[src/rtl/pic_pkg.sv]
`timescale 1ns / 1ps

package pic_pkg;

    localparam int NUM_SITES = 64;
    localparam int WAYS      = 4;
    localparam int SITE_W    = $clog2(NUM_SITES);
    localparam int CNT_W     = $clog2(WAYS + 1);
    localparam int WAY_W     = (WAYS > 1) ? $clog2(WAYS) : 1;
    localparam int QDEPTH    = 2;
    localparam int QPTR_W    = $clog2(QDEPTH);
    localparam int QCNT_W    = $clog2(QDEPTH + 1);

    localparam logic [31:0] SAT_MAX = 32'hFFFF_FFFF;

    // opcode field values
    localparam logic [2:0] OPC_RECORD    = 3'd0;
    localparam logic [2:0] OPC_LOOKUP    = 3'd1;
    localparam logic [2:0] OPC_HIT       = 3'd2;
    localparam logic [2:0] OPC_MISS      = 3'd3;
    localparam logic [2:0] OPC_CLR_SITE  = 3'd4;
    localparam logic [2:0] OPC_CLR_ALL   = 3'd5;

    typedef enum logic [2:0] {
        K_RECORD   = 3'd0,
        K_LOOKUP   = 3'd1,
        K_HIT      = 3'd2,
        K_MISS     = 3'd3,
        K_CLR_SITE = 3'd4,
        K_CLR_ALL  = 3'd5,
        K_NOP      = 3'd6
    } kind_t;

    typedef struct packed {
        kind_t              kind;
        logic [SITE_W-1:0]  site;
        logic [63:0]        sig;
        logic [31:0]        code;
    } cmd_t;

    typedef struct packed {
        logic [63:0] sig;
        logic [31:0] code;
        logic [31:0] hits;
    } entry_t;

    typedef entry_t [WAYS-1:0] row_t;

    typedef struct packed {
        logic              found;
        logic [31:0]       code;
        logic              from_fb;
        logic              mega;
        logic [CNT_W-1:0]  entries;
        logic [31:0]       calls;
        logic [31:0]       hits;
        logic [31:0]       misses;
    } result_t;

    function automatic logic [31:0] sat_inc(input logic [31:0] v);
        sat_inc = (v == SAT_MAX) ? v : v + 32'd1;
    endfunction

endpackage

[src/rtl/pic_front.sv]
`timescale 1ns / 1ps

module pic_front
    import pic_pkg::*;
(
    input  logic              clk,
    input  logic              rst_n,
    input  logic              start,
    output logic              busy,
    input  logic [2:0]        opcode,
    input  logic [SITE_W-1:0] site_index,
    input  logic [63:0]       type_key,
    input  logic [31:0]       code_handle,
    output logic              q_valid,
    output cmd_t              q_cmd,
    input  logic              q_pop
);

    cmd_t              slot_reg [QDEPTH];
    logic [QPTR_W-1:0] head_reg, head_next;
    logic [QPTR_W-1:0] tail_reg, tail_next;
    logic [QCNT_W-1:0] cnt_reg, cnt_next;
    logic              push;
    cmd_t              cmd_in;

    // decode
    always_comb
    begin
        cmd_in.site = site_index;
        cmd_in.sig  = type_key;
        cmd_in.code = code_handle;
        unique case (opcode)
            OPC_RECORD:   cmd_in.kind = K_RECORD;
            OPC_LOOKUP:   cmd_in.kind = K_LOOKUP;
            OPC_HIT:      cmd_in.kind = K_HIT;
            OPC_MISS:     cmd_in.kind = K_MISS;
            OPC_CLR_SITE: cmd_in.kind = K_CLR_SITE;
            OPC_CLR_ALL:  cmd_in.kind = K_CLR_ALL;
            default:      cmd_in.kind = K_NOP;
        endcase
    end

    assign busy    = (cnt_reg == QCNT_W'(QDEPTH));
    assign push    = start && !busy;
    assign q_valid = (cnt_reg != '0);
    assign q_cmd   = slot_reg[head_reg];

    always_comb
    begin
        head_next = head_reg;
        tail_next = tail_reg;
        cnt_next  = cnt_reg;
        if (push)
        begin
            tail_next = (tail_reg == QPTR_W'(QDEPTH - 1)) ? '0 : tail_reg + 1'b1;
        end
        if (q_pop)
        begin
            head_next = (head_reg == QPTR_W'(QDEPTH - 1)) ? '0 : head_reg + 1'b1;
        end
        if (push && !q_pop)
        begin
            cnt_next = cnt_reg + 1'b1;
        end
        else if (!push && q_pop)
        begin
            cnt_next = cnt_reg - 1'b1;
        end
    end

    always_ff @(posedge clk or negedge rst_n)
    begin
        if (!rst_n)
        begin
            head_reg <= '0;
            tail_reg <= '0;
            cnt_reg  <= '0;
        end
        else
        begin
            head_reg <= head_next;
            tail_reg <= tail_next;
            cnt_reg  <= cnt_next;
        end
    end

    always_ff @(posedge clk)
    begin
        if (push)
        begin
            slot_reg[tail_reg] <= cmd_in;
        end
    end

    a_no_pop_empty: assert property (@(posedge clk) disable iff (!rst_n)
        q_pop |-> q_valid) else $error("pop from empty queue");
    a_cnt_bound: assert property (@(posedge clk) disable iff (!rst_n)
        cnt_reg <= QCNT_W'(QDEPTH)) else $error("queue overfilled");
    a_full_blocks: assert property (@(posedge clk) disable iff (!rst_n)
        busy && !q_pop |=> busy) else $error("full queue drained without pop");

endmodule

[config.mk]
export PLATFORM = sky130hd
export DESIGN_NAME = pic_front
export DESIGN_NICKNAME = d
export VERILOG_FILES = /design/src/rtl/pic_pkg.sv /design/src/rtl/pic_front.sv
export SDC_FILE = /design/constraint.sdc
export NUM_CORES = 1
export LEC_CHECK = 0
export BUFFER_PORTS_ARGS = -buffer_cell sky130_fd_sc_hd__buf_4
export CAP_MARGIN = 20
export CORE_MARGIN = 5
export CORE_UTILIZATION = 36
export CTS_BUF_LIST = sky130_fd_sc_hd__clkbuf_4 sky130_fd_sc_hd__clkbuf_8
export CTS_CLUSTER_DIAMETER = 60
export DETAILED_ROUTE_END_ITERATION = 16
export HOLD_SLACK_MARGIN = 0.12
export PLACE_DENSITY_LB_ADDON = 0.12
export SYNTH_ARGS = -nofsm -noshare
export SYNTH_HDL_FRONTEND = slang
export SYNTH_SLANG_ARGS = --single-unit
[constraint.sdc]
create_clock -name clk -period 6.3 [get_ports clk]
set_input_delay 1.26 -clock clk [delete_from_list [all_inputs] [get_ports clk]]
set_output_delay 1.26 -clock clk [all_outputs]
set_load 0.01 [all_outputs]
== Yosys cells after proc, flatten, opt, wreduce, memory -nomap -nowiden ==
Memories as Yosys holds them, arrays and structs flattened.
Cells that the tools add are included.

* Reduce and logical (&&, ||, !) cells: 9
* Divide/modulo/power cells: 0
* Multiplexer cells: 7
* Order comparisons: 0
* Add/sub/neg operators: 4
* Equality and inequality tests: 6
* Bitwise gates (word level): 0
* Multipliers: 0
* Shift operators: 0

{| class="wikitable"
|+ Operators by type and width
! operator !! count
|-
| $pmux W3 S6 || 1
|-
| $eq A3 B2 Y1 const B || 2
|-
| $eq A3 B3 Y1 const B || 2
|-
| $mux W1 || 4
|-
| $mux W2 || 2
|-
| $reduce_bool A2 Y1 || 2
|-
| $eq A3 B1 Y1 const B || 1
|-
| $logic_and A1 B1 Y1 || 3
|-
| $logic_not A1 Y1 || 3
|-
| $logic_not A3 Y1 || 1
|-
| $add A1 B1 Y1 const B || 2
|-
| $add A2 B1 Y2 const B || 1
|-
| $eq A2 B2 Y1 const B || 1
|-
| $sub A2 B1 Y2 const B || 1
|}

* Output and inout bits: 107
* Memory bits (writable): 210
* Bits of input ports: 109
* Register bits: 4
* Latch bits: 0
* Memories: 1
* ROM bits: 0

{| class="wikitable"
|+ Memory list
! memory !! words !! width !! rd ports !! clocked after memory_dff !! wr ports !! line !! text
|-
| slot_reg || 2 || 105 || 1 || 0 || 1 || pic_front.sv:19 || <nowiki>cmd_t slot_reg [QDEPTH];</nowiki>
|}

== Depth between registers and ports, before layout ==
* Depth after elaboration: 7
* Mapped depth: 7

== Worst setup path before layout ==
OpenSTA, ideal clock, no wires.

* Path kind: in2reg
* Start point: input port start
* End point: memory slot_reg[0][0] in the netlist's numbering (enable)
* Stages: 2
* Arrival: 5.718 ns
* Path buffers: 0
* Library setup time: 0.570 ns
* Path slack: 0.013 ns
* Cell sequence: nand2_1 nor2_1

* Longest elaborated chain between the ends: 3

{| class="wikitable"
|+ Ends and longest elaborated chain
! what !! line !! text
|-
| start: declaration || pic_front.sv:8 || <nowiki>input logic start,</nowiki>
|-
| $logic_and A1 B1 Y1 || pic_front.sv:44 || <nowiki>assign push = start && !busy;</nowiki>
|-
| $mux W1 || pic_front.sv:89 || <nowiki>if (push)</nowiki>
|-
| $mux W1 (not written as such) || pic_front.sv:91 || <nowiki>slot_reg[tail_reg] <= cmd_in;</nowiki>
|-
| end: declaration || pic_front.sv:19 ||
|}

Every way passes these cells.

==> metrics <==
initial detailed-routing violation count=113; type of the worst setup path=flip-flop to primary output; Worst VDD drop=376 uV; Sw Share=27.9%; Final Critical Period=3.62 ns; drt total wl=15700 um; clock transition at the registers of the reported paths=~0.060 ns; Area Growth Syn to Fin=32.5%; min-delay src=cnt_reg[1]; Root Driver=clkbuf_8; vias in the first global route=4279; row count=54; setup slack, reg-to-reg=3.83 ns; combinational power share=33.2%; share of layout cells above drive strength 1=61.7%; Crit Path Max Fanout=40; Final WS setup=2.68 ns; worst stage delay on the critical path=between 0.6 and 0.7 ns; total CTS buffers=36; final hold viol count=0; Final Slew Violations=0; CP cell instances=buf_4 -> mux2_2 -> buf_4; Worst path most repeated cell=buf_4; fin crit share=57.4%; FILL cells=1895; met2 GRT Util=a little under a fifth; synth warn=0; unrepaired setup endpoints after global routing=no; Fin Clk Skew=between 0.01 and 0.015 ns; Synth top area share=79.3%; largest cells by area after synthesis=edfxtp_1, mux2_2, mux2_4; vias=3997; Yosys cell types=17; busiest grt layer=met2; clk sinks=~210; DP HPWL=10200 um; highest-delay cell along the critical path=buf_4; critical path endpoint category=primary output; routed len/inst=17.6 um; Arr. time, crit path=2.36 ns; Max transition margin=between 40% and 50%; Post-CTS Resized=0; drt pass-1 iters=6; Via density=4.48; Yosys top cell by area=edfxtp_1; Slew @ Worst Pin=slightly below 0.9 ns; die area=about 25000 sq um; Starting Density=between 30% and 40%; sequential power share=a little over two fifths; Pint=3.43 mW; # H-tree levels=2; Util after Layout=48.4%; fmax=0.276 GHz; post-CTS setup buffers=0; ANT cells=0; Seq cells post-synth=214; DRC violations left=0; Skew-Pair Late Insertion Delay=0.49 ns; HP Class=flip-flop to flip-flop; sequential share of the synthesized area=80.6%; Post-Syn Area=a little under 8000 sq um; GRT overflow=0; GRT met3 Usage=6.09%; initial antenna violation count=0; grt met1 use=between 10% and 20%; die width=159 um; Ports=roughly 220; CTS tree=done; Antenna Nets Post-Route=0; Clk pwr share=roughly a quarter; setup TNS=0 ns; CP Launch Point=head_reg; Syn Nets=roughly 460; Synth Instances=349; Leak=4.05 nW; largest net degree at the start of global routing=79; syn_area_per_cell=22.8 sq um; max reg flops=210; critical path data required time=5.04 ns; global-route wire length before repair=about 23000 um; critical path's top delay family=buffers and inverters; Critical Path Start Type=flip-flop; Clock Tree Buf Depth=3; placer congestion estimate=0.713; switching power=1.33 mW; status=finished clean; GRT Overall Usage=12.1%; Layout Nets=702; WP buf/inv=2; RR Startpoint=cnt_reg[0]; Core ar.=between 20000 and 25000 sq um; Setup violations, final=0; overall die height=around 160 um; IO buf count=215; post-cts hold buffer count=0; max-cap viol count=0; PD cells=452 nW/um^2; setup slack at placement=3.05 ns; total power=roughly 4.8 mW
power by group through the flow:
stage / sequential [mW] / clock, mW / combinational (mW)
floorplan: 2.07 / 0 / 0.953
global placement: 2.07 / 0 / 1.61
detailed placement: 2.08 / 0 / 1.62
CTS: 2.06 / 1.18 / 1.63
global route: 2.08 / 1.25 / 1.71
finish: 2.05 / 1.13 / 1.58
path summary, 6_finish.rpt:
check                             endpoint  cells after the start
max                              q_cmd[87]                      3
min                             cnt_reg[1]                      1
max reg2reg                slot_reg[1][81]                      3
min reg2reg                     cnt_reg[1]                      1
max in group asynchronous         head_reg                      1
min in group asynchronous         head_reg                      1
worst register-to-register path, cell delays in order, from the launching register on:
cell and delay [ns]:
dfrtp_1 0.40, nand2b_1 0.19, and3_4 0.77, buf_4 0.72
per-layer routing:
layer / part of all wire [%] / vias to the layer above
met1: 38 / 1933
met3: 13 / 28
met2: 47 / 176
li1: - / 1860
met4: 2.1 / 0
met5: 0 / -
cells in the final DEF (no fill, tap or decap):
master	count
a21boi_0	1
mux2_4	40
bufinv_16	1
ha_1	1
clkbuf_8	37
mux2_2	65
xnor2_1	2
buf_4	218
clkinv_1	9
buf_12	1
nor2_4	1
dfrtp_1	3
dfrtp_4	1
nand2_1	1
nor2_1	1
nand2b_1	1
clkbuf_4	12
inv_1	3
edfxtp_1	210
or2_2	1
and3_4	1
xor2_1	3
synthesized netlist by cell type:
master    number
a21boi_0       1
and3_1         1
buf_2          6
buf_6          6
clkbuf_1       2
dfrtp_1        4
edfxtp_1     210
ha_1           1
inv_1          3
mux2_2        65
mux2_4        40
nand2_1        1
nand2b_1       1
nor2_1         2
or2_2          1
xnor2_1        2
xor2_1         3
final cells by class:
cell class | count | area (sq um) | share of cell area [%]
Clock buffer | 49 | 599 | 5.69
Clock inverter | 10 | 63.8 | 0.606
Inverter | 3 | 11.3 | 0.107
Multi-Input combinational cell | 118 | 1440 | 13.7
Sequential cell | 214 | 6410 | 60.9
Tap cell | 280 | 350 | 3.33
Timing Repair Buffer | 219 | 1660 | 15.7
metrics by stage:
step | hold WS, ns | cell area (sq um) | cells
floorplan | 0.456 | 7950 | 349
global placement | 0.474 | 9870 | 834
detailed placement | 0.501 | 9870 | 834
CTS | 0.510 | 10500 | 893
global route | 0.514 | 10500 | 893
finish | 0.514 | 10500 | 893
cell families after synthesis:
| group | share of synthesized area [%] |
|---|---|
| fa+ha+maj | 0.157 |
| buf+inv | 1.46 |
| xor+xnor | 0.551 |
| simple gates | 0.378 |
| flops | 80.6 |
| compound gates | 0.0945 |
| mux | 16.8 |
No activity file was read; power rests on OpenSTA's default activity.
